**config.mk**
```make
export PLATFORM = sky130hd
export DESIGN_NAME = ook_4b6b_frame_transmitter_top_flat
export DESIGN_NICKNAME = d
export VERILOG_FILES = /design/src/ook46_pkg.sv /design/src/ook46_if.sv /design/src/ook46_payload_buf.sv /design/src/ook46_tx_engine.sv /design/src/ook4b6b_frame_transmitter_top.sv /design/src/flat_wrapper.sv
export SDC_FILE = /design/constraint.sdc
export NUM_CORES = 1
export LEC_CHECK = 0
export ABC_AREA = 0
export BUFFER_PORTS_ARGS = -buffer_cell sky130_fd_sc_hd__buf_2
export CAP_MARGIN = 30
export CORE_AREA = 4 4 164 166
export CTS_CLUSTER_SIZE = 25
export DETAILED_ROUTE_END_ITERATION = 12
export DIE_AREA = 0 0 168 170
export MAX_ROUTING_LAYER = met4
export PLACE_DENSITY = 0.71
export SLEW_MARGIN = 25
export SYNTH_ARGS = -nofsm -noshare
export SYNTH_HDL_FRONTEND = slang
export SYNTH_HIERARCHICAL = 1
export SYNTH_SLANG_ARGS = --single-unit
```
**constraint.sdc**
```tcl
create_clock -name clock -period 11.3 [get_ports clock]
set_input_delay 1.13 -clock clock [delete_from_list [all_inputs] [get_ports clock]]
set_output_delay 1.13 -clock clock [all_outputs]
set_load 0.02 [all_outputs]
```
**src/ook46_pkg.sv**
```systemverilog
// Shared types, constants and helper functions for the OOK 4b6b frame transmitter.
// No dependencies; every other source file imports this package.
`default_nettype none

package ook46_pkg;

   // Sizing
   localparam int MAX_PAYLOAD      = 27;
   localparam int TICKS_PER_BIT    = 8;
   localparam int PREAMBLE_SYMBOLS = 8;

   localparam int COUNT_W = $clog2(MAX_PAYLOAD + 1);
   localparam int ADDR_W  = (MAX_PAYLOAD > 1) ? $clog2(MAX_PAYLOAD) : 1;
   localparam int SYM_W   = $clog2(PREAMBLE_SYMBOLS + 2 * MAX_PAYLOAD + 7);
   localparam int PHASE_W = (TICKS_PER_BIT > 1) ? $clog2(TICKS_PER_BIT) : 1;

   localparam logic [15:0] CRC_SEED = 16'hffff;
   localparam logic [15:0] CRC_POLY = 16'h8408;

   typedef enum logic [1:0] {
      CMD_APPEND = 2'd0,
      CMD_SEND   = 2'd1,
      CMD_TICK   = 2'd2,
      CMD_NOP    = 2'd3
   } command_type;

   typedef enum logic [1:0] {
      ST_OK       = 2'd0,
      ST_BUSY     = 2'd1,
      ST_TOO_LONG = 2'd2
   } status_type;

   // Payload buffer write port
   typedef struct packed {
      logic              en;
      logic [ADDR_W-1:0] addr;
      logic [7:0]        data;
   } buf_wr_type;

   // One result item as produced by the engine
   typedef struct packed {
      logic        tx_line;
      logic        tx_active;
      status_type  status;
      logic        message_done;
      logic [15:0] messages_sent;
   } result_type;

   // Balanced 6-bit code for each nibble
   function automatic logic [5:0] code_of(input logic [3:0] nib);
      logic [5:0] code;
      unique case (nib)
         4'h0: code = 6'h0d;
         4'h1: code = 6'h0e;
         4'h2: code = 6'h13;
         4'h3: code = 6'h15;
         4'h4: code = 6'h16;
         4'h5: code = 6'h19;
         4'h6: code = 6'h1a;
         4'h7: code = 6'h1c;
         4'h8: code = 6'h23;
         4'h9: code = 6'h25;
         4'ha: code = 6'h26;
         4'hb: code = 6'h29;
         4'hc: code = 6'h2a;
         4'hd: code = 6'h2c;
         4'he: code = 6'h32;
         default: code = 6'h34;
      endcase
      return code;
   endfunction

   // Preamble symbol by position: six 0x2a, then 0x38, 0x2c
   function automatic logic [5:0] preamble_of(input logic [2:0] pos);
      logic [5:0] sym;
      unique case (pos)
         3'd6:    sym = 6'h38;
         3'd7:    sym = 6'h2c;
         default: sym = 6'h2a;
      endcase
      return sym;
   endfunction

   // Reflected CRC-16 CCITT, one byte
   function automatic logic [15:0] crc_byte(input logic [15:0] crc, input logic [7:0] b);
      logic [15:0] c;
      c = crc ^ {8'h00, b};
      for (int i = 0; i < 8; i++) begin
         if (c[0]) begin
            c = (c >> 1) ^ CRC_POLY;
         end else begin
            c = c >> 1;
         end
      end
      return c;
   endfunction

endpackage

`default_nettype wire

```
**src/ook46_if.sv**
```systemverilog
// Valid/ready channel interfaces for the request and response sides.
// Depends on ook46_pkg for field types.
`default_nettype none

interface ook46_req_if
   import ook46_pkg::*;
();
   logic        valid;
   logic        ready;
   logic [1:0]  command;
   logic [7:0]  data_byte;

   modport source (output valid, output command, output data_byte, input ready);
   modport sink   (input valid, input command, input data_byte, output ready);
endinterface

interface ook46_rsp_if
   import ook46_pkg::*;
();
   logic        valid;
   logic        ready;
   logic        tx_line;
   logic        tx_active;
   logic [1:0]  status;
   logic        message_done;
   logic [15:0] messages_sent;

   modport source (output valid, output tx_line, output tx_active, output status,
                   output message_done, output messages_sent, input ready);
   modport sink   (input valid, input tx_line, input tx_active, input status,
                   input message_done, input messages_sent, output ready);
endinterface

`default_nettype wire

```
**src/ook46_payload_buf.sv**
```systemverilog
// Payload byte store: one write port, one registered read port.
// Depends on ook46_pkg.
`default_nettype none

module ook46_payload_buf
   import ook46_pkg::*;
(
   input  wire logic              clock,
   input  wire buf_wr_type        wr,
   input  wire logic [ADDR_W-1:0] rd_addr,
   output logic [7:0]             rd_data
);

   logic [7:0] store_ff [MAX_PAYLOAD];
   logic [7:0] rd_data_ff;

   // Write
   always_ff @(posedge clock) begin
      if (wr.en) begin
         store_ff[wr.addr] <= wr.data;
      end
   end

   // Registered read; addresses past the end give zero
   always_ff @(posedge clock) begin
      if (32'(rd_addr) < MAX_PAYLOAD) begin
         rd_data_ff <= store_ff[rd_addr];
      end else begin
         rd_data_ff <= '0;
      end
   end

   assign rd_data = rd_data_ff;

endmodule

`default_nettype wire

```
**src/ook46_tx_engine.sv**
```systemverilog
// Command decode, frame sequencer, 4b6b encoder and running CRC.
// Depends on ook46_pkg and ook46_payload_buf.
`default_nettype none

module ook46_tx_engine
   import ook46_pkg::*;
(
   input  wire logic       clock,
   input  wire logic       reset,
   input  wire logic       accept,
   input  wire logic [1:0] command,
   input  wire logic [7:0] data_byte,
   output result_type      result
);

   logic [COUNT_W-1:0] count_ff, count_in;
   logic               overflow_ff, overflow_in;
   logic [15:0]        crc_ff, crc_in;
   logic [SYM_W-1:0]   sym_ff, sym_in;
   logic [2:0]         bit_ff, bit_in;
   logic [PHASE_W-1:0] phase_ff, phase_in;
   logic               active_ff, active_in;
   logic               line_ff, line_in;
   logic [15:0]        counter_ff, counter_in;

   buf_wr_type         wr;
   logic [ADDR_W-1:0]  rd_addr;
   logic [7:0]         rd_data;

   logic [SYM_W-1:0]   data_pos;
   logic [SYM_W-1:0]   next_data_pos;
   logic [SYM_W-2:0]   byte_idx;
   logic               in_preamble;
   logic               in_data;
   logic [7:0]         cur_byte;
   logic [3:0]         nibble;
   logic [15:0]        fcs;
   logic [1:0]         fcs_sel;
   logic [5:0]         symbol;
   logic [SYM_W-1:0]   frame_len;
   status_type         status;
   logic               done;
   command_type        cmd;

   ook46_payload_buf u_buf (
      .clock   (clock),
      .wr      (wr),
      .rd_addr (rd_addr),
      .rd_data (rd_data)
   );

   // Symbol at the current frame position
   always_comb begin
      in_preamble = 32'(sym_ff) < PREAMBLE_SYMBOLS;
      data_pos    = sym_ff - SYM_W'(PREAMBLE_SYMBOLS);
      byte_idx    = data_pos[SYM_W-1:1];
      in_data     = 32'(byte_idx) <= 32'(count_ff);
      cur_byte    = (byte_idx == '0) ? (8'(count_ff) + 8'd3) : rd_data;
      fcs         = ~crc_ff;
      fcs_sel     = 2'(data_pos - SYM_W'(2) - SYM_W'({count_ff, 1'b0}));
      frame_len   = SYM_W'(PREAMBLE_SYMBOLS + 6) + SYM_W'({count_ff, 1'b0});
      if (in_data) begin
         nibble = data_pos[0] ? cur_byte[3:0] : cur_byte[7:4];
      end else begin
         unique case (fcs_sel)
            2'd0:    nibble = fcs[7:4];
            2'd1:    nibble = fcs[3:0];
            2'd2:    nibble = fcs[15:12];
            default: nibble = fcs[11:8];
         endcase
      end
      symbol = in_preamble ? preamble_of(sym_ff[2:0]) : code_of(nibble);
   end

   // Command handling and next state
   always_comb begin
      count_in    = count_ff;
      overflow_in = overflow_ff;
      crc_in      = crc_ff;
      sym_in      = sym_ff;
      bit_in      = bit_ff;
      phase_in    = phase_ff;
      active_in   = active_ff;
      line_in     = line_ff;
      counter_in  = counter_ff;
      status      = ST_OK;
      done        = 1'b0;
      cmd         = command_type'(command);
      wr.en       = 1'b0;
      wr.addr     = count_ff[ADDR_W-1:0];
      wr.data     = data_byte;

      if (accept) begin
         unique case (cmd)
            CMD_APPEND: begin
               if (active_ff) begin
                  status = ST_BUSY;
               end else if (overflow_ff || 32'(count_ff) >= MAX_PAYLOAD) begin
                  overflow_in = 1'b1;
                  status      = ST_TOO_LONG;
               end else begin
                  wr.en    = 1'b1;
                  count_in = count_ff + 1'b1;
               end
            end
            CMD_SEND: begin
               if (active_ff) begin
                  status = ST_BUSY;
               end else if (overflow_ff) begin
                  overflow_in = 1'b0;
                  count_in    = '0;
                  status      = ST_TOO_LONG;
               end else begin
                  crc_in    = CRC_SEED;
                  sym_in    = '0;
                  bit_in    = '0;
                  phase_in  = '0;
                  line_in   = 1'b1;
                  active_in = 1'b1;
               end
            end
            CMD_TICK: begin
               if (active_ff) begin
                  if (phase_ff == '0) begin
                     if (sym_ff >= frame_len) begin
                        // end of frame, one bit period after the last bit
                        line_in    = 1'b0;
                        active_in  = 1'b0;
                        counter_in = counter_ff + 16'd1;
                        count_in   = '0;
                        done       = 1'b1;
                     end else begin
                        line_in = symbol[bit_ff];
                        // fold each count/payload byte into the CRC as it starts
                        if (!in_preamble && in_data && !data_pos[0] && bit_ff == '0) begin
                           crc_in = crc_byte(crc_ff, cur_byte);
                        end
                        if (bit_ff == 3'd5) begin
                           bit_in = '0;
                           sym_in = sym_ff + 1'b1;
                        end else begin
                           bit_in = bit_ff + 3'd1;
                        end
                     end
                  end
                  if (32'(phase_ff) == TICKS_PER_BIT - 1) begin
                     phase_in = '0;
                  end else begin
                     phase_in = phase_ff + 1'b1;
                  end
               end
            end
            default: begin
               // no operation
            end
         endcase
      end

      result.tx_line       = line_in;
      result.tx_active     = active_in;
      result.status        = status;
      result.message_done  = done;
      result.messages_sent = counter_in;
   end

   // Read address follows the next frame position, so the byte is registered in time
   always_comb begin
      next_data_pos = sym_in - SYM_W'(PREAMBLE_SYMBOLS);
      rd_addr       = ADDR_W'(next_data_pos[SYM_W-1:1] - 1'b1);
   end

   // State registers
   always_ff @(posedge clock) begin
      if (reset) begin
         count_ff    <= '0;
         overflow_ff <= 1'b0;
         crc_ff      <= CRC_SEED;
         sym_ff      <= '0;
         bit_ff      <= '0;
         phase_ff    <= '0;
         active_ff   <= 1'b0;
         line_ff     <= 1'b0;
         counter_ff  <= '0;
      end else begin
         count_ff    <= count_in;
         overflow_ff <= overflow_in;
         crc_ff      <= crc_in;
         sym_ff      <= sym_in;
         bit_ff      <= bit_in;
         phase_ff    <= phase_in;
         active_ff   <= active_in;
         line_ff     <= line_in;
         counter_ff  <= counter_in;
      end
   end

endmodule

`default_nettype wire

```
**src/ook4b6b_frame_transmitter_top.sv**
```systemverilog
// Top level of the OOK 4b6b frame transmitter: engine plus registered response.
// Depends on ook46_pkg, ook46_if and ook46_tx_engine.
`default_nettype none

// Every request transfer (append a byte, send, timer tick) gives exactly one
// response transfer carrying the line level, busy flag, status, frame-done
// pulse and frame count as they stand after that request. Each request is
// handled in the cycle it is taken and its response appears in the next cycle
// from the response register, so one request per cycle is sustained while the
// sink takes each response. Request ready drops only while the response
// register holds a result that the sink has not taken. The CRC is built up
// during transmission, one byte as each count or payload byte goes out.
module ook_4b6b_frame_transmitter_top
   import ook46_pkg::*;
(
   input  wire logic clock,
   input  wire logic reset,
   ook46_req_if.sink   req_chan,
   ook46_rsp_if.source rsp_chan
);

   logic       accept;
   result_type result;
   result_type rsp_ff;
   logic       rsp_valid_ff, rsp_valid_in;

   // Request side handshake
   assign req_chan.ready = !rsp_valid_ff || rsp_chan.ready;
   assign accept         = req_chan.valid && req_chan.ready;

   ook46_tx_engine u_engine (
      .clock     (clock),
      .reset     (reset),
      .accept    (accept),
      .command   (req_chan.command),
      .data_byte (req_chan.data_byte),
      .result    (result)
   );

   // Response register
   assign rsp_valid_in = accept || (rsp_valid_ff && !rsp_chan.ready);

   always_ff @(posedge clock) begin
      if (reset) begin
         rsp_valid_ff <= 1'b0;
      end else begin
         rsp_valid_ff <= rsp_valid_in;
      end
   end

   always_ff @(posedge clock) begin
      if (accept) begin
         rsp_ff <= result;
      end
   end

   assign rsp_chan.valid         = rsp_valid_ff;
   assign rsp_chan.tx_line       = rsp_ff.tx_line;
   assign rsp_chan.tx_active     = rsp_ff.tx_active;
   assign rsp_chan.status        = rsp_ff.status;
   assign rsp_chan.message_done  = rsp_ff.message_done;
   assign rsp_chan.messages_sent = rsp_ff.messages_sent;

endmodule

`default_nettype wire
```
**src/flat_wrapper.sv**
```systemverilog
// flat-port wrapper written by rule: the top's interface ports become plain ports
module ook_4b6b_frame_transmitter_top_flat import ook46_pkg::*;
  (clock, reset, req_chan_valid, req_chan_command, req_chan_data_byte, req_chan_ready, rsp_chan_valid, rsp_chan_tx_line, rsp_chan_tx_active, rsp_chan_status, rsp_chan_message_done, rsp_chan_messages_sent, rsp_chan_ready);
  ook46_req_if req_chan_i ();
  ook46_rsp_if rsp_chan_i ();
  input  wire logic clock;
  input  wire logic reset;
  input wire logic [$bits(req_chan_i.valid)-1:0] req_chan_valid;
  input wire logic [$bits(req_chan_i.command)-1:0] req_chan_command;
  input wire logic [$bits(req_chan_i.data_byte)-1:0] req_chan_data_byte;
  output wire logic [$bits(req_chan_i.ready)-1:0] req_chan_ready;
  output wire logic [$bits(rsp_chan_i.valid)-1:0] rsp_chan_valid;
  output wire logic [$bits(rsp_chan_i.tx_line)-1:0] rsp_chan_tx_line;
  output wire logic [$bits(rsp_chan_i.tx_active)-1:0] rsp_chan_tx_active;
  output wire logic [$bits(rsp_chan_i.status)-1:0] rsp_chan_status;
  output wire logic [$bits(rsp_chan_i.message_done)-1:0] rsp_chan_message_done;
  output wire logic [$bits(rsp_chan_i.messages_sent)-1:0] rsp_chan_messages_sent;
  input wire logic [$bits(rsp_chan_i.ready)-1:0] rsp_chan_ready;
  assign req_chan_i.valid = req_chan_valid;
  assign req_chan_i.command = req_chan_command;
  assign req_chan_i.data_byte = req_chan_data_byte;
  assign req_chan_ready = req_chan_i.ready;
  assign rsp_chan_valid = rsp_chan_i.valid;
  assign rsp_chan_tx_line = rsp_chan_i.tx_line;
  assign rsp_chan_tx_active = rsp_chan_i.tx_active;
  assign rsp_chan_status = rsp_chan_i.status;
  assign rsp_chan_message_done = rsp_chan_i.message_done;
  assign rsp_chan_messages_sent = rsp_chan_i.messages_sent;
  assign rsp_chan_i.ready = rsp_chan_ready;
  ook_4b6b_frame_transmitter_top u_core (.clock(clock), .reset(reset), .req_chan(req_chan_i), .rsp_chan(rsp_chan_i));
endmodule
```
==> reports/qor.yml, run 1 <==
worst_setup_path:
  path_cells: "inv_1 -> ha_1 -> ha_1 -> a21boi_0 -> o21a_1 -> o21ai_1 -> a21o_1 -> nor2b_1 -> o21ai_0 -> a2bb2oi_4 -> buf_4 -> ha_1 -> xor2_4 -> buf_4 -> buf_4 -> mux2i_1 -> a22oi_1 -> a21oi_1 -> o311ai_1"
  crit_type: "flop to flop"
  crit_path_start_kind: "flop"
  worst-path-max-fanout: 41
  path_buf_inv: 4
  cp_top_family: "compound AO/OA/AOI/OAI gates"
  cpPeakStageDelay_ns: 0.64
  cp_slowest_cell: "buf_4"
  endpoint_kind: "flop"
  crit_required_ns: 11.73
  arrival_ns: 6.87
global_routing:
  track_usage: 0.211
  grt_antenna_before_repair: 0
  grt_max_degree: 42
  grt_pass1_vias: 8055
  grt_pass1_wl_um: 46300
  gr-total-overflow: 0
clocking:
  postCtsSetupRepairBufs: 0
  clk_path_buf_depth: 3
  ctsHoldBuffers: 0
  clk_latency_ns: 0.58
  cts_buffers: 30
  clk_pin_slew_ns: 0.06
  h-tree-depth: 1
  cts-root-buf: "clkbuf_16"
  cts_num_sinks: 299
  ctsResizeCount: 0
  cts_tree: "done"
timing:
  setup_ws_ns: 4.86
  clock.fmax_ghz: 0.155
  fin_crit_sh: 0.570
  tns_ns: 0
  rsz0062_at_grt: "no"
  setup_violations: 0
  hold_viol: 0
  maxSlewHeadroom: 0.349
  skew_ns: 0.0446
  slew_violations: 0
  fin_crit_ns: 6.44
  worst_slew_pin_slew_ns: 0.973
yosys:
  syn-num-nets: 1079
  syn_inst: 1030
  synth_cell_type_count: 78
  synth_ff_type: "edfxtp_1"
  synth_area_mm2: 0.0138
  seq_area_frac_synth: 0.607
  synth_edf_count: 237
  ys_ff_latch: 299
  async_flop_share: 0
  yosys_warnings: 6
  syn_area_per_cell_um2: 13.4
finish:
  stdcell_area_mm2: 0.0153
  area_growth_syn_to_layout_pct: 10.8
  diodes: 0
  drive_gt1_frac: 0.141
  final_core_util: 0.596
  fillerInstances: 1941
  final_cells: 1416
  nets: 1106
route:
  vias: 8376
  drc: 0
  wirelength_um: 29800
  routed_via_density: 5.92
  drt_iter0_drc: 740
  wl_per_cell_um: 21.0
  first_pass_iters: 5
  final_antenna_net_count: 0
placement:
  port_buffers: 36
  dp_hpwl_um: 19500
  place_ws_ns: 4.93
  place_area_mm2: 0.0142
  gp_congestion: 0.902
  dp_cells: 1359
worst_hold_path:
  hold_class: "flop to flop"
pwr:
  p_leak_nw: 5.11
  powerDensity_mw_per_mm2: 148
  ir_worst_vdd_mv: 0.148
floorplanning:
  die_x_um: 168
  core_area_mm2: 0.0256
  rows: 59
  die_h_um: 170
  dieArea_mm2: 0.0286
  io_pins: 37
  start_util: 0.537
run:
  maxCapViolCount: 0
outcome:
  status: "complete, no violations"
## sequential cells by signal, summed over array words and instances, names as in the netlist, 2 cells and up
name and flops:
u_core/rsp_chan.messages_sent 16, u_core/u_engine/u_buf/rd_data 8, u_core/u_engine/u_buf/store_ff 216, u_core/rsp_chan.status 2, u_core/u_engine/crc_ff 16, u_core/u_engine/counter_ff 16, u_core/u_engine/count_ff 5, u_core/u_engine/bit_ff 3
u_core/u_engine/phase_ff 3, u_core/u_engine/sym_ff 7
## per-stage QoR
step / power (W) / hold slack (ns)
6_report: 0.00226 / 0.484
5_1_grt: 0.00234 / 0.494
2_1_floorplan: 0.00125 / 0.449
3_3_place_gp: 0.00127 / 0.462
3_5_place_dp: 0.00127 / 0.474
4_1_cts: 0.00228 / 0.482
## layout by cell type, fill, tap and decap left out, types with 7 or more instances in the layout
cell,synthesis,final
o311ai_1,7,7
a21o_1,16,16
mux2i_1,75,75
a22oi_1,32,32
edfxtp_1,237,237
nor2_1,64,63
inv_1,30,30
nand2_1,50,50
nand4_1,7,7
and2_1,14,14
nand3_1,35,35
mux4_2,22,22
xor2_1,21,20
mux2_2,10,10
nand3b_1,7,7
dfxtp_1,62,62
a21oi_1,38,38
buf_4,9,9
or3_1,17,17
nor3_1,16,16
xnor2_1,28,28
o21ai_0,18,18
buf_2,13,36
clkbuf_16,0,30
nor2b_1,28,26
and3_1,10,10
clkinv_1,2,9
ha_1,35,35
## Yosys cell counts, types with 5 or more instances
master    instances  area, µm²
edfxtp_1        237       7120
mux2i_1          75        751
nor2_1           64        240
dfxtp_1          62       1240
nand2_1          50        188
a21oi_1          38        190
ha_1             35        438
nand3_1          35        175
a22oi_1          32        240
inv_1            30        113
nor2b_1          28        175
xnor2_1          28        245
clkbuf_1         23       86.3
mux4_2           22        495
xor2_1           21        184
o21ai_0          18       90.1
or3_1            17        106
a21o_1           16        120
nor3_1           16       80.1
and2_1           14       87.6
buf_2            13       65.1
and3_1           10       62.6
mux2_2           10        113
buf_4             9       67.6
nand3b_1          7       52.6
nand4_1           7       43.8
o311ai_1          7       61.3
nand2b_1          6       37.5
nor3b_1           6       45.0
nor4_1            5       31.3
or3b_2            5       43.8
## cell families (layout without fill, tap and decap cells)
group | count (synthesis) | in the layout | share of synthesized area
buffers and inverters | 85 | 136 | 0.0296
muxes | 112 | 112 | 0.107
and+or+nand+nor | 290 | 290 | 0.112
AOI/OAI and AO/OA | 159 | 159 | 0.0803
adders and majority gates | 36 | 36 | 0.0325
DFF | 299 | 299 | 0.607
xor gates and xnor gates | 49 | 49 | 0.0312
## worst paths after layout
kind	start	endpoint	slack [ns]	depth (start not counted)
worst min-delay path	u_core/u_engine/phase_ff[1]	u_core/u_engine/phase_ff[1]	0.48	2
worst max-delay path	u_core/u_engine/count_ff[0]	u_core/u_engine/u_buf/rd_data[1]	4.86	19
worst min register to register	u_core/u_engine/phase_ff[1]	u_core/u_engine/phase_ff[1]	0.48	2
worst max register to register	u_core/u_engine/count_ff[0]	u_core/u_engine/u_buf/rd_data[1]	4.86	19
## tightest hold or removal path: cells and delay by family (launching register included)
family | cells | cell delay, ns
simple gates | 1 | 0.06
compound gates | 1 | 0.05
flops | 1 | 0.33
## where the power goes
part	internal (W)	total, W	switching, W
Clock	0.000600	0.00101	0.000412
Sequential	0.00119	0.00119	0.00000248
Combinational	0.0000134	0.0000543	0.0000409
Total	0.00180	0.00226	0.000456
## layer usage
layer	global-route usage	vias up	wire length (µm)
met5	-	-	0
met4	0.0540	0	701
met3	0.0256	43	1700
met2	0.335	261	14500
met1	0.292	4128	12900
li1	-	3944	-
## final cells by class
type	instances	area, µm²	share of cell area
clock buffers	37	807	0.0529
clock inverters	19	219	0.0144
inverters	33	124	0.00812
multi-input cells	646	5050	0.331
flip-flops and latches	299	8360	0.548
well taps	335	419	0.0275
repair buffers	47	279	0.0183
Note: power is estimated with default switching activity, not from simulation.
==> run 2, diff against run 1 <==
Settings changed: PLACE_DENSITY 0.71 to 0.73.
Clock period 11.3 ns to 5.61 ns, I/O delays scaled along.
==> run 2 against run 1 <==
Effect of this change:
- fmax grew 26%
- combinational power up 100%
- design area is 0.21% lower
- clock power rose by 89%
- global-route usage is 0.070 points higher
- core utilization decreased by 0.13 points
- critical path depth shrank 1
- worst hold slack lost 0.23 ns
- power is 96% higher
- sequential power rose by 100%
- die area did not move
- critical endpoint is now u_core/u_engine/u_buf/rd_data[7]
- largest cell class unchanged
- largest power group unchanged
==> reports/qor.yml, run 2 (same netlist as run 1, synthesis figures left out) <==
finish:
  final_cell_mix: "237 x edfxtp_1, 75 x mux2i_1, 64 x nor2_1"
  stdcell_area_mm2: 0.0152  # -0.21%
  largest_register_ffs: 216  # unchanged
  final_core_util: 0.594  # -0.00127
  drive_gt1_frac: 0.141  # +0.000533
  area_growth_syn_to_layout_pct: 10.6
  layout_commonest_cell: "edfxtp_1"
  largest_register: "u_core/u_engine/u_buf/store_ff"
  diodes: 0  # unchanged
  nets: 1110  # +0.36%
global_routing:
  grtUsageMet3: 0.0314  # +0.00581
  grt_antenna_before_repair: 0  # unchanged
  grt_pass1_wl_um: 46900  # +1.3%
  grt_util_met2: 0.348  # +0.0129
  grt_max_degree: 55  # +31%
  grt_use_met1: 0.281  # -0.0111
  gr-total-overflow: 0  # unchanged
  track_usage: 0.211  # +0.000704
  top_usage_layer: "met2"
  grt_pass1_vias: 8338  # +3.5%
timing:
  rsz0062_at_grt: "no"
  worst_slew_pin_slew_ns: 0.855  # -0.118 ns
  skew_ns: 0.0342  # -0.0104 ns
  slew_violations: 0  # unchanged
  fin_crit_sh: 0.911  # +0.341
  hold_viol: 0  # unchanged
  clock.fmax_ghz: 0.196  # +26%
  tns_ns: 0  # unchanged
  fin_crit_ns: 5.11  # -1.33 ns
  worst_hold_slack_ns: 0.252  # -0.231 ns
  maxSlewHeadroom: 0.428  # +0.0789
  setup_violations: 0  # unchanged
worst_hold_path:
  hold_class: "input port to flop"
  hp-start: "req_chan_valid"
floorplanning:
  io_pins: 37  # unchanged
  core_area_mm2: 0.0256  # unchanged
  die_x_um: 168  # unchanged
  die_h_um: 170  # unchanged
  dieArea_mm2: 0.0286  # unchanged
  rows: 59  # unchanged
  start_util: 0.537  # unchanged
worst_setup_path:
  r2r-start: "u_core/u_engine/count_ff[0]"
  crit_required_ns: 6.03  # -5.70 ns
  crit_type: "flop to flop"
  worst-path-max-fanout: 11  # -73%
  arrival_ns: 5.53  # -1.34 ns
  crit_start: "u_core/u_engine/count_ff[0]"
  endpoint_kind: "flop"
  crit_path_start_kind: "flop"
route:
  final_antenna_net_count: 0  # unchanged
  drt_iter0_drc: 685  # -7.4%
  wirelength_um: 29600  # -0.68%
  routed_via_density: 5.96  # +0.73%
  drc: 0  # unchanged
  first_pass_iters: 5  # unchanged
  wl_per_cell_um: 20.8  # -0.89%
  vias: 8455  # +0.94%
clocking:
  cts_buffers: 30  # unchanged
  cts_tree: "done"
  clk_path_buf_depth: 3  # unchanged
  h-tree-depth: 1  # unchanged
  ctsHoldBuffers: 0  # unchanged
  clk_latency_ns: 0.58  # about the same
  cts_num_sinks: 299  # unchanged
  cts-root-buf: "clkbuf_16"
  postCtsSetupRepairBufs: 0  # unchanged
  clk_pin_slew_ns: 0.07  # about the same
pwr:
  powerDensity_mw_per_mm2: 291  # +96%
  ir_worst_vdd_mv: 0.293  # +98%
  power_w: 0.00443  # +96%
  p_leak_nw: 5.09  # -0.34%
placement:
  dp_hpwl_um: 19600  # +0.50%
  port_buffers: 36  # unchanged
  gp_congestion: 0.886  # -1.8%
  place_area_mm2: 0.0143  # +0.22%
run:
  maxCapViolCount: 0  # unchanged
outcome:
  status: "complete, no violations"
==> run 2: cell count changes in the layout (fill, tap and decap cells not counted), moves of 2 or more <==
cell       before  now
clkbuf_8        3    0
clkinv_1        9   11
inv_6           2    0
buf_4           9   13
bufinv_16       4    2
==> run 2: final timing paths <==
path                                      endpoint  slack, ns  cells after the start
hold reg to reg        u_core/u_engine/phase_ff[1]       0.48                      2
hold / removal               u_core/rsp_chan.valid       0.25                      3
setup / recovery  u_core/u_engine/u_buf/rd_data[7]       0.50                     18
setup reg to reg  u_core/u_engine/u_buf/rd_data[7]       0.50                     18
==> run 2: critical path, stage by stage, from the launching register on <==
cell and delay [ns]:
dfxtp_1 0.51, inv_1 0.18, ha_1 0.37, ha_1 0.28
a21boi_0 0.13, o21a_1 0.19, o21ai_1 0.26, a21o_1 0.31
nor2b_2 0.34, o21ai_0 0.28, a32oi_1 0.30, ha_1 0.32
o21ai_0 0.17, xnor2_1 0.18, xnor2_2 0.35, nor2_1 0.13
and2_1 0.25, a22oi_1 0.26, o311ai_1 0.14
==> run 2: power breakdown <==
part / switching, W / internal, W / total, W / leakage (nW)
clock: 0.000836 / 0.00108 / 0.00191 / 0.462
combinational: 0.0000827 / 0.0000275 / 0.000110 / 1.98
sequential: 0.00000503 / 0.00240 / 0.00240 / 2.65
total: 0.000923 / 0.00350 / 0.00443 / 5.09
==> run 2: layout make-up <==
cell class,instances,area [µm²]
clock buffers,34,766
fillers,1989,10400
well taps,335,419
clock inverters,21,181
inverters,33,124
repair buffers,51,318
flip-flops and latches,299,8360
multi-input cells,646,5060
==> run 2: what timing repair did <==
action / 4_1_cts / 5_1_grt
hold endpoints to repair: 0 / 0
resized for setup: 0 / 3
endpoints found under the setup margin: 0 / 8
==> run 2: per-layer routing <==
layer | wire length (µm) | share of wire | up-vias
li1 | - | - | 3944
met3 | 1570 | 0.053 | 54
met5 | 0 | 0 | -
met2 | 14400 | 0.49 | 241
met1 | 13000 | 0.44 | 4216
met4 | 645 | 0.022 | 0
==> run 2: metrics by stage <==
stage	instances	setup slack [ns]
2_1_floorplan	1030	0.910
3_3_place_gp	1362	0.621
3_5_place_dp	1363	0.381
4_1_cts	1418	0.291
5_1_grt	1419	0.0690
6_report	1419	0.499
